### src/rtl/gncg_pkg.sv
package gncg_pkg;

    localparam int MAX_COLUMNS = 256;
    localparam int MAX_ROWS    = 256;

    localparam int LOC_W    = 24;
    localparam int TLOC_W   = LOC_W + 1;   // doubled location
    localparam int IDX_W    = 8;
    localparam int CNT_W    = 9;
    localparam int PITCH_W  = 16;
    localparam int CENTRE_W = 25;          // (2*idx+1)*pitch
    localparam int DIFF_W   = 27;
    localparam int ABS_W    = 26;
    localparam int SQ_W     = 2 * ABS_W;
    localparam int DIST_W   = SQ_W + 1;
    localparam int OUT_D_W  = 54;
    localparam int LIN_W    = 16;

    localparam int CFG_IDX_W  = 2;
    localparam int CFG_DATA_W = 16;

    localparam logic [CFG_IDX_W-1:0] CFG_COLUMNS = 2'd0;
    localparam logic [CFG_IDX_W-1:0] CFG_ROWS    = 2'd1;
    localparam logic [CFG_IDX_W-1:0] CFG_PITCH   = 2'd2;

    localparam logic [CNT_W-1:0]   RST_COLUMNS = 9'd16;
    localparam logic [CNT_W-1:0]   RST_ROWS    = 9'd16;
    localparam logic [PITCH_W-1:0] RST_PITCH   = 16'd256;

    typedef enum logic [3:0] {
        ST_IDLE,
        ST_INIT_X,
        ST_WAIT_X,
        ST_INIT_Y,
        ST_WAIT_Y,
        ST_CAND,
        ST_WAIT_C,
        ST_FINISH
    } t_state;

    // neighbour test order
    typedef enum logic [1:0] {
        DIR_UP,
        DIR_RIGHT,
        DIR_DOWN,
        DIR_LEFT
    } t_dir;

    typedef struct packed {
        logic [CNT_W-1:0]   columns;   // effective, 1..MAX_COLUMNS
        logic [CNT_W-1:0]   rows;      // effective, 1..MAX_ROWS
        logic [PITCH_W-1:0] pitch;
    } t_grid_cfg;

    function automatic logic [CNT_W-1:0] clamp_count(input logic [CNT_W-1:0] n,
                                                     input logic [CNT_W-1:0] maxv);
        logic [CNT_W-1:0] res;
        if (n == '0) begin
            res = CNT_W'(1);
        end else if (n > maxv) begin
            res = maxv;
        end else begin
            res = n;
        end
        return res;
    endfunction

endpackage

### src/rtl/gncg_cfg_regs.sv
module gncg_cfg_regs
    import gncg_pkg::*;
(
    input  logic                  i_clk,
    input  logic                  i_rst_n,
    input  logic                  i_wr_en,
    input  logic [CFG_IDX_W-1:0]  i_wr_index,
    input  logic [CFG_DATA_W-1:0] i_wr_data,
    output t_grid_cfg             o_cfg
);

    logic [CNT_W-1:0]   r_columns;
    logic [CNT_W-1:0]   r_rows;
    logic [PITCH_W-1:0] r_pitch;

    always_ff @(posedge i_clk) begin
        if (!i_rst_n) begin
            r_columns <= RST_COLUMNS;
            r_rows    <= RST_ROWS;
            r_pitch   <= RST_PITCH;
        end else if (i_wr_en) begin
            case (i_wr_index)
                CFG_COLUMNS: r_columns <= i_wr_data[CNT_W-1:0];
                CFG_ROWS:    r_rows    <= i_wr_data[CNT_W-1:0];
                CFG_PITCH:   r_pitch   <= i_wr_data[PITCH_W-1:0];
                default: ;
            endcase
        end
    end

    always_comb begin
        o_cfg.columns = clamp_count(r_columns, CNT_W'(MAX_COLUMNS));
        o_cfg.rows    = clamp_count(r_rows, CNT_W'(MAX_ROWS));
        o_cfg.pitch   = r_pitch;
    end

endmodule

### src/rtl/gncg_axis_unit.sv
module gncg_axis_unit
    import gncg_pkg::*;
(
    input  logic               i_clk,
    input  logic               i_rst_n,
    input  logic               i_start,
    input  logic [TLOC_W-1:0]  i_twice_loc,
    input  logic [IDX_W-1:0]   i_idx,
    input  logic [PITCH_W-1:0] i_pitch,
    output logic               o_done,
    output logic [SQ_W-1:0]    o_sq
);

    logic                r_v1;
    logic                r_v2;
    logic                r_v3;
    logic [CENTRE_W-1:0] r_centre;
    logic [TLOC_W-1:0]   r_loc;
    logic [ABS_W-1:0]    r_abs;
    logic [SQ_W-1:0]     r_sq;

    logic [CENTRE_W-1:0] w_centre;
    logic [DIFF_W-1:0]   w_diff;
    logic [DIFF_W-1:0]   w_mag;

    // doubled centre of the cell: (2*idx+1)*pitch
    assign w_centre = {{(CENTRE_W-IDX_W-1){1'b0}}, i_idx, 1'b1}
                    * {{(CENTRE_W-PITCH_W){1'b0}}, i_pitch};

    assign w_diff = {{(DIFF_W-TLOC_W){r_loc[TLOC_W-1]}}, r_loc}
                  - {{(DIFF_W-CENTRE_W){1'b0}}, r_centre};
    assign w_mag  = w_diff[DIFF_W-1] ? (~w_diff + DIFF_W'(1)) : w_diff;

    always_ff @(posedge i_clk) begin
        if (!i_rst_n) begin
            r_v1 <= 1'b0;
            r_v2 <= 1'b0;
            r_v3 <= 1'b0;
        end else begin
            r_v1 <= i_start;
            r_v2 <= r_v1;
            r_v3 <= r_v2;
        end
    end

    always_ff @(posedge i_clk) begin
        r_centre <= w_centre;
        r_loc    <= i_twice_loc;
        r_abs    <= w_mag[ABS_W-1:0];
        r_sq     <= {{ABS_W{1'b0}}, r_abs} * {{ABS_W{1'b0}}, r_abs};
    end

    assign o_done = r_v3;
    assign o_sq   = r_sq;

    a_done_follows_start: assert property (@(posedge i_clk) disable iff (!i_rst_n)
        o_done |-> $past(i_start, 3))
        else $error("axis result without a matching start");

endmodule

### src/rtl/grid_nearest_cell_greedy_walk.sv
// walk: each neighbour test is one pass through the shared axis square unit
//   (3-stage pipeline), and neighbours off the grid are skipped without a pass; a walk
//   makes T <= 4*(M+1) neighbour tests, where M <= columns+rows-2 is its number of moves
// throughput: one item at a time; next input taken the cycle after the result
//   is registered, the output register holds a result until it is taken
// reset: synchronous active low, registers return to 16 columns, 16 rows, pitch 1.0
module grid_nearest_cell_greedy_walk
    import gncg_pkg::*;
(
    input  logic                  i_clk,
    input  logic                  i_rst_n,
    input  logic                  i_valid,
    output logic                  o_stall,
    input  logic [LOC_W-1:0]      i_loc_x,
    input  logic [LOC_W-1:0]      i_loc_y,
    input  logic [IDX_W-1:0]      i_start_column,
    input  logic [IDX_W-1:0]      i_start_row,
    output logic                  o_valid,
    input  logic                  i_stall,
    output logic [IDX_W-1:0]      o_nearest_column,
    output logic [IDX_W-1:0]      o_nearest_row,
    output logic [LIN_W-1:0]      o_nearest_index,
    output logic [OUT_D_W-1:0]    o_squared_distance,
    input  logic                  i_cfg_valid,
    output logic                  o_cfg_ready,
    input  logic [CFG_IDX_W-1:0]  i_cfg_index,
    input  logic [CFG_DATA_W-1:0] i_cfg_data
);

    t_grid_cfg w_cfg;

    t_state r_state;
    t_state n_state;
    t_dir   r_dir;

    logic [TLOC_W-1:0] r_tx;
    logic [TLOC_W-1:0] r_ty;
    logic [IDX_W-1:0]  r_col;
    logic [IDX_W-1:0]  r_row;
    logic [IDX_W-1:0]  r_cand_idx;
    logic [SQ_W-1:0]   r_sx;
    logic [SQ_W-1:0]   r_sy;
    logic [DIST_W-1:0] r_dist;

    logic                r_out_valid;
    logic [IDX_W-1:0]    r_res_col;
    logic [IDX_W-1:0]    r_res_row;
    logic [LIN_W-1:0]    r_res_index;
    logic [OUT_D_W-1:0]  r_res_dist;

    logic              w_axis_start;
    logic [TLOC_W-1:0] w_axis_loc;
    logic [IDX_W-1:0]  w_axis_idx;
    logic              w_axis_done;
    logic [SQ_W-1:0]   w_axis_sq;

    logic              w_cand_ok;
    logic              w_vert;
    logic [DIST_W-1:0] w_new_dist;
    logic              w_take;
    logic              w_accept;
    logic              w_out_free;
    logic [IDX_W-1:0]  w_start_col;
    logic [IDX_W-1:0]  w_start_row;
    logic [CNT_W+IDX_W-1:0] w_lin;

    gncg_cfg_regs u_cfg (
        .i_clk      (i_clk),
        .i_rst_n    (i_rst_n),
        .i_wr_en    (i_cfg_valid),
        .i_wr_index (i_cfg_index),
        .i_wr_data  (i_cfg_data),
        .o_cfg      (w_cfg)
    );

    gncg_axis_unit u_axis (
        .i_clk       (i_clk),
        .i_rst_n     (i_rst_n),
        .i_start     (w_axis_start),
        .i_twice_loc (w_axis_loc),
        .i_idx       (w_axis_idx),
        .i_pitch     (w_cfg.pitch),
        .o_done      (w_axis_done),
        .o_sq        (w_axis_sq)
    );

    assign o_cfg_ready = 1'b1;
    assign o_stall     = (r_state != ST_IDLE);
    assign w_accept    = i_valid && (r_state == ST_IDLE);
    assign w_out_free  = !r_out_valid || !i_stall;

    // start cell clamped to the grid
    assign w_start_col = ({1'b0, i_start_column} >= w_cfg.columns) ?
                         IDX_W'(w_cfg.columns - CNT_W'(1)) : i_start_column;
    assign w_start_row = ({1'b0, i_start_row} >= w_cfg.rows) ?
                         IDX_W'(w_cfg.rows - CNT_W'(1)) : i_start_row;

    always_comb begin
        case (r_dir)
            DIR_UP:    w_cand_ok = (r_row != '0);
            DIR_RIGHT: w_cand_ok = (({1'b0, r_col} + CNT_W'(1)) < w_cfg.columns);
            DIR_DOWN:  w_cand_ok = (({1'b0, r_row} + CNT_W'(1)) < w_cfg.rows);
            DIR_LEFT:  w_cand_ok = (r_col != '0);
            default:   w_cand_ok = 1'b0;
        endcase
    end

    assign w_vert     = (r_dir == DIR_UP) || (r_dir == DIR_DOWN);
    assign w_new_dist = w_vert ? ({1'b0, r_sx} + {1'b0, w_axis_sq})
                               : ({1'b0, r_sy} + {1'b0, w_axis_sq});
    assign w_take     = (w_new_dist < r_dist);

    assign w_lin = {{CNT_W{1'b0}}, r_row} * {{IDX_W{1'b0}}, w_cfg.columns}
                 + {{CNT_W{1'b0}}, r_col};

    // next state
    always_comb begin
        n_state = r_state;
        case (r_state)
            ST_IDLE:   if (i_valid) n_state = ST_INIT_X;
            ST_INIT_X: n_state = ST_WAIT_X;
            ST_WAIT_X: if (w_axis_done) n_state = ST_INIT_Y;
            ST_INIT_Y: n_state = ST_WAIT_Y;
            ST_WAIT_Y: if (w_axis_done) n_state = ST_CAND;
            ST_CAND: begin
                if (w_cand_ok) begin
                    n_state = ST_WAIT_C;
                end else if (r_dir == DIR_LEFT) begin
                    n_state = ST_FINISH;
                end
            end
            ST_WAIT_C: begin
                if (w_axis_done) begin
                    if (!w_take && (r_dir == DIR_LEFT)) begin
                        n_state = ST_FINISH;
                    end else begin
                        n_state = ST_CAND;
                    end
                end
            end
            ST_FINISH: if (w_out_free) n_state = ST_IDLE;
            default:   n_state = ST_IDLE;
        endcase
    end

    // shared unit issue
    always_comb begin
        w_axis_start = 1'b0;
        w_axis_loc   = r_tx;
        w_axis_idx   = r_col;
        case (r_state)
            ST_INIT_X: begin
                w_axis_start = 1'b1;
            end
            ST_INIT_Y: begin
                w_axis_start = 1'b1;
                w_axis_loc   = r_ty;
                w_axis_idx   = r_row;
            end
            ST_CAND: begin
                w_axis_start = w_cand_ok;
                case (r_dir)
                    DIR_UP: begin
                        w_axis_loc = r_ty;
                        w_axis_idx = r_row - IDX_W'(1);
                    end
                    DIR_RIGHT: w_axis_idx = r_col + IDX_W'(1);
                    DIR_DOWN: begin
                        w_axis_loc = r_ty;
                        w_axis_idx = r_row + IDX_W'(1);
                    end
                    DIR_LEFT:  w_axis_idx = r_col - IDX_W'(1);
                    default:   w_axis_idx = r_col;
                endcase
            end
            default: w_axis_start = 1'b0;
        endcase
    end

    always_ff @(posedge i_clk) begin
        if (!i_rst_n) begin
            r_state     <= ST_IDLE;
            r_out_valid <= 1'b0;
        end else begin
            r_state <= n_state;
            if ((r_state == ST_FINISH) && w_out_free) begin
                r_out_valid <= 1'b1;
            end else if (!i_stall) begin
                r_out_valid <= 1'b0;
            end
        end
    end

    always_ff @(posedge i_clk) begin
        case (r_state)
            ST_IDLE: begin
                if (w_accept) begin
                    r_tx  <= {i_loc_x, 1'b0};
                    r_ty  <= {i_loc_y, 1'b0};
                    r_col <= w_start_col;
                    r_row <= w_start_row;
                end
            end
            ST_WAIT_X: begin
                if (w_axis_done) r_sx <= w_axis_sq;
            end
            ST_WAIT_Y: begin
                if (w_axis_done) begin
                    r_sy   <= w_axis_sq;
                    r_dist <= {1'b0, r_sx} + {1'b0, w_axis_sq};
                    r_dir  <= DIR_UP;
                end
            end
            ST_CAND: begin
                r_cand_idx <= w_axis_idx;
                if (!w_cand_ok && (r_dir != DIR_LEFT)) begin
                    r_dir <= t_dir'(r_dir + 2'd1);
                end
            end
            ST_WAIT_C: begin
                if (w_axis_done) begin
                    if (w_take) begin
                        r_dist <= w_new_dist;
                        r_dir  <= DIR_UP;
                        if (w_vert) begin
                            r_row <= r_cand_idx;
                            r_sy  <= w_axis_sq;
                        end else begin
                            r_col <= r_cand_idx;
                            r_sx  <= w_axis_sq;
                        end
                    end else if (r_dir != DIR_LEFT) begin
                        r_dir <= t_dir'(r_dir + 2'd1);
                    end
                end
            end
            ST_FINISH: begin
                if (w_out_free) begin
                    r_res_col   <= r_col;
                    r_res_row   <= r_row;
                    r_res_index <= w_lin[LIN_W-1:0];
                    r_res_dist  <= {{(OUT_D_W-DIST_W){1'b0}}, r_dist};
                end
            end
            default: ;
        endcase
    end

    assign o_valid            = r_out_valid;
    assign o_nearest_column   = r_res_col;
    assign o_nearest_row      = r_res_row;
    assign o_nearest_index    = r_res_index;
    assign o_squared_distance = r_res_dist;

    a_done_in_wait: assert property (@(posedge i_clk) disable iff (!i_rst_n)
        w_axis_done |-> (r_state == ST_WAIT_X || r_state == ST_WAIT_Y ||
                         r_state == ST_WAIT_C))
        else $error("axis result arrived outside a wait state");

    a_move_shrinks: assert property (@(posedge i_clk) disable iff (!i_rst_n)
        (r_state == ST_WAIT_C && w_axis_done && w_take) |=> (r_dist < $past(r_dist)))
        else $error("walk moved without reducing the distance");

    a_result_from_finish: assert property (@(posedge i_clk) disable iff (!i_rst_n)
        $rose(r_out_valid) |-> $past(r_state == ST_FINISH))
        else $error("result registered outside the finish state");

endmodule

### config.mk
export PLATFORM = sky130hd
export DESIGN_NAME = grid_nearest_cell_greedy_walk
export DESIGN_NICKNAME = d
export VERILOG_FILES = /design/src/rtl/gncg_pkg.sv /design/src/rtl/gncg_cfg_regs.sv /design/src/rtl/gncg_axis_unit.sv /design/src/rtl/grid_nearest_cell_greedy_walk.sv
export SDC_FILE = /design/constraint.sdc
export NUM_CORES = 2
export LEC_CHECK = 0
export ABC_AREA = 1
export BUFFER_PORTS_ARGS = -buffer_cell sky130_fd_sc_hd__buf_2
export CORE_MARGIN = 10
export CORE_UTILIZATION = 50
export DETAILED_ROUTE_END_ITERATION = 8
export GPL_TIMING_DRIVEN = 0
export PLACE_DENSITY = 0.76
export SLEW_MARGIN = 20
export SYNTH_ARGS = -nofsm -noshare
export SYNTH_HDL_FRONTEND = slang
export SYNTH_HIERARCHICAL = 1
export SYNTH_SLANG_ARGS = --single-unit
### constraint.sdc
create_clock -name i_clk -period 13 [get_ports i_clk]
set_input_delay 2.6 -clock i_clk [delete_from_list [all_inputs] [get_ports i_clk]]
set_output_delay 2.6 -clock i_clk [all_outputs]
set_load 0.05 [all_outputs]
==> results.toml <==
[final_layout]
area_growth_syn_to_layout_pct = 8.42
layout.nets = 8932
layout_commonest_cell = "sky130_fd_sc_hd__nand2_1"
diodes = 0
most_frequent_cells_in_the_layout = "sky130_fd_sc_hd__nand2_1 (1950), sky130_fd_sc_hd__inv_1 (1805), sky130_fd_sc_hd__fa_1 (675)"
nFillCells = 10800
fraction_of_final_layout_cells_sized_beyond_drive_strength_1 = 0.0548

[global_route]
grt_antenna_before_repair = 0
grt_pass1_vias = 49300
grt_max_degree = 32
global_route_wire_length_before_repair_um = 270000
grt.overflow.total = 0
grt_total_usage = 0.264

[drt]
vias = 48200
totalWireLength_um = 172000
dr.pass1.iters = 8
dr.first_iter.drc_count = 3846
route.detailed.wl_per_inst_um = 18.7
final_antenna_net_count = 0
post-route-drc-count = 0
routed_via_density = 5.23

[yosys]
synth_seq_cells = 484
asyncSetResetFlopFracSynth = 0
synth.lib_cells_used.distinct = 65
synth_warnings = 6
synth_top_area_share = 0.234
synth_edf_count = 316
synth-seq-area-share = 0.223
syn_inst = 7412
synth_area_leader_cell = "sky130_fd_sc_hd__fa_1"
synth_area_per_cell_um2 = 7.78
yosys_most_used_dff = "sky130_fd_sc_hd__edfxtp_1"
netlist_area_before_placement_um2 = 57700
top_cells_by_area_synth = "sky130_fd_sc_hd__fa_1 (23%), sky130_fd_sc_hd__edfxtp_1 (16%), sky130_fd_sc_hd__nand2_1 (13%), sky130_fd_sc_hd__inv_1 (12%), sky130_fd_sc_hd__ha_1 (11%)"

[place]
number_of_input_and_output_port_buffers_inserted = 171
gp_routability_congestion = 1.04
detailedPlacementHpwl_um = 145000

[critical_path]
arrival_ps = 9080
worst_r2r_path_depth = 24
cp_data_required_time_ps = 13540
start_kind = "flip-flop"
crit_path_start = "u_axis/r_abs[20]"
worst_setup_path_end_kind = "flip-flop"
critical_path_type = "reg -> reg"
crit_fanout = 10
crit-reg2reg-launch = "u_axis/r_abs[20]"

[sta]
worst-slew-pin-transition_ps = 1050
slew_viol_final = 0
final.min_clock_period_ps = 8540
skew_ps = 34.0
fmax_mhz = 117
rsz0062_at_grt = "no"
slew_headroom = 0.298
setup_violations = 0
layout_worst_path_cycle_share = 0.657
setup_total_negative_slack_ps = 0
timing.final.hold_violations = 0

[status]
status = "complete, no violations"

[clocking]
numCtsBuffers = 55
cts.clk_slew.worst_paths_ps = 70
clock-sinks = 484
cts.repair.resized = 0
ctsHtreeMaxLevel = 2
post-cts-setup-buffers = 0
cts_tree = "yes"
cts.hold.buffers_added = 0
ctsLongestPathBuffers = 3
clockRootBuffer = "sky130_fd_sc_hd__clkbuf_16"
insertion_delay_ps = 660

[floorplan]
die_area_um2 = 129000
chipWidth_um = 360
std_cell_rows = 124
design.core.area_um2 = 115000
floorplan.io_pins = 176
die_h_um = 360
floorplan.initialDensity = 0.504

[flow_run]
maxCapViolations = 0

[worst_hold_path]
hp_class = "reg -> reg"
hold_depth = 0
worst_hold_startpoint = "u_axis/r_abs[0]"
[through the flow]
step	utilization	instances	cell area (µm²)	hold WS (ps)	setup slack, ps
after detailed placement	0.530	9110	60600	399	4660
after floorplan	-	7413	57700	329	5880
after global placement	0.528	9096	60400	385	3200
final	0.546	9214	62500	411	4460
after CTS	0.546	9214	62500	409	4640
after global routing	0.546	9214	62500	425	4260
[final timing paths]
kind	endpoint	slack (ps)
worst min register to register	u_axis/o_sq[0]	410
worst min-delay path	u_axis/o_sq[0]	410
worst max-delay path	u_axis/o_sq[50]	4460
worst max register to register	u_axis/o_sq[50]	4460
[critical path, cell delays in order (launching register included)]
cell,delay [ps]
sky130_fd_sc_hd__dfxtp_1,300
sky130_fd_sc_hd__clkbuf_1,610
sky130_fd_sc_hd__clkbuf_1,800
sky130_fd_sc_hd__nand2_1,240
sky130_fd_sc_hd__fa_1,590
sky130_fd_sc_hd__inv_1,50
sky130_fd_sc_hd__fa_1,550
sky130_fd_sc_hd__inv_1,60
sky130_fd_sc_hd__fa_1,470
sky130_fd_sc_hd__fa_1,530
sky130_fd_sc_hd__inv_1,70
sky130_fd_sc_hd__fa_1,520
sky130_fd_sc_hd__fa_1,550
sky130_fd_sc_hd__inv_1,60
sky130_fd_sc_hd__fa_1,530
sky130_fd_sc_hd__inv_1,50
sky130_fd_sc_hd__ha_1,520
sky130_fd_sc_hd__nand2_1,150
sky130_fd_sc_hd__nor2_1,120
sky130_fd_sc_hd__inv_1,100
sky130_fd_sc_hd__nor4_1,730
sky130_fd_sc_hd__nand3b_1,280
sky130_fd_sc_hd__nand3_1,270
sky130_fd_sc_hd__a21oi_1,120
sky130_fd_sc_hd__xor2_1,150
[sequential cells by signal, summed over array words and instances (netlist names), 16 cells and up]
name                count
r_sy                   52
r_dist                 53
r_sx                   52
u_axis/r_loc           25
u_cfg/r_pitch          16
o_nearest_index        16
u_axis/r_abs           26
o_squared_distance     53
r_ty                   24
u_axis/o_sq            51
u_axis/r_centre        25
r_tx                   24
[cells in the mapped netlist (24+ instances only)]
cell / instances
sky130_fd_sc_hd__nand2_1: 1950
sky130_fd_sc_hd__fa_1: 675
sky130_fd_sc_hd__nand3_1: 281
sky130_fd_sc_hd__o21ai_0: 204
sky130_fd_sc_hd__a21oi_1: 286
sky130_fd_sc_hd__dfxtp_1: 168
sky130_fd_sc_hd__ha_1: 515
sky130_fd_sc_hd__xor2_1: 112
sky130_fd_sc_hd__nor2_1: 423
sky130_fd_sc_hd__inv_1: 1805
sky130_fd_sc_hd__o21bai_1: 26
sky130_fd_sc_hd__nor3_1: 55
sky130_fd_sc_hd__xnor2_1: 64
sky130_fd_sc_hd__and2_1: 24
sky130_fd_sc_hd__mux2_2: 25
sky130_fd_sc_hd__clkbuf_1: 145
sky130_fd_sc_hd__edfxtp_1: 316
sky130_fd_sc_hd__nand4_1: 82
[layer usage]
metal | wire, µm | up-vias | part of all wire | GRT usage
met5 | 0 | - | 0 | 0
met3 | 12600 | 459 | 0.074 | 0.0359
li1 | - | 23100 | - | -
met2 | 78200 | 1923 | 0.45 | 0.435
met1 | 71700 | 22700 | 0.42 | 0.343
met4 | 9420 | 0 | 0.055 | 0.121
[area by class of cell]
class / instances / area, µm² / share of cell area
clock buffers: 70 / 1540 / 0.0246
well taps: 1512 / 1890 / 0.0303
repair buffers: 185 / 1020 / 0.0164
flip-flops and latches: 484 / 12900 / 0.206
multi-input cells: 4934 / 37300 / 0.597
clock inverters: 34 / 364 / 0.00582
plain buffers: 174 / 727 / 0.0116
inverters: 1821 / 6840 / 0.109
[cells by family after synthesis]
family                   Yosys count  synth area share
AND/OR/NAND/NOR                 2916             0.209
XOR/XNOR                         176            0.0267
flip-flops                       484             0.223
AO/OA/AOI/OAI                    621            0.0590
buffers and inverters           1995             0.131
other                              3          0.000195
adder cells (fa/ha/maj)         1190             0.346
multiplexers                      27           0.00523
Power is not shown: default switching activity piles up to over one toggle a cycle in this logic, so the estimate is an artifact.
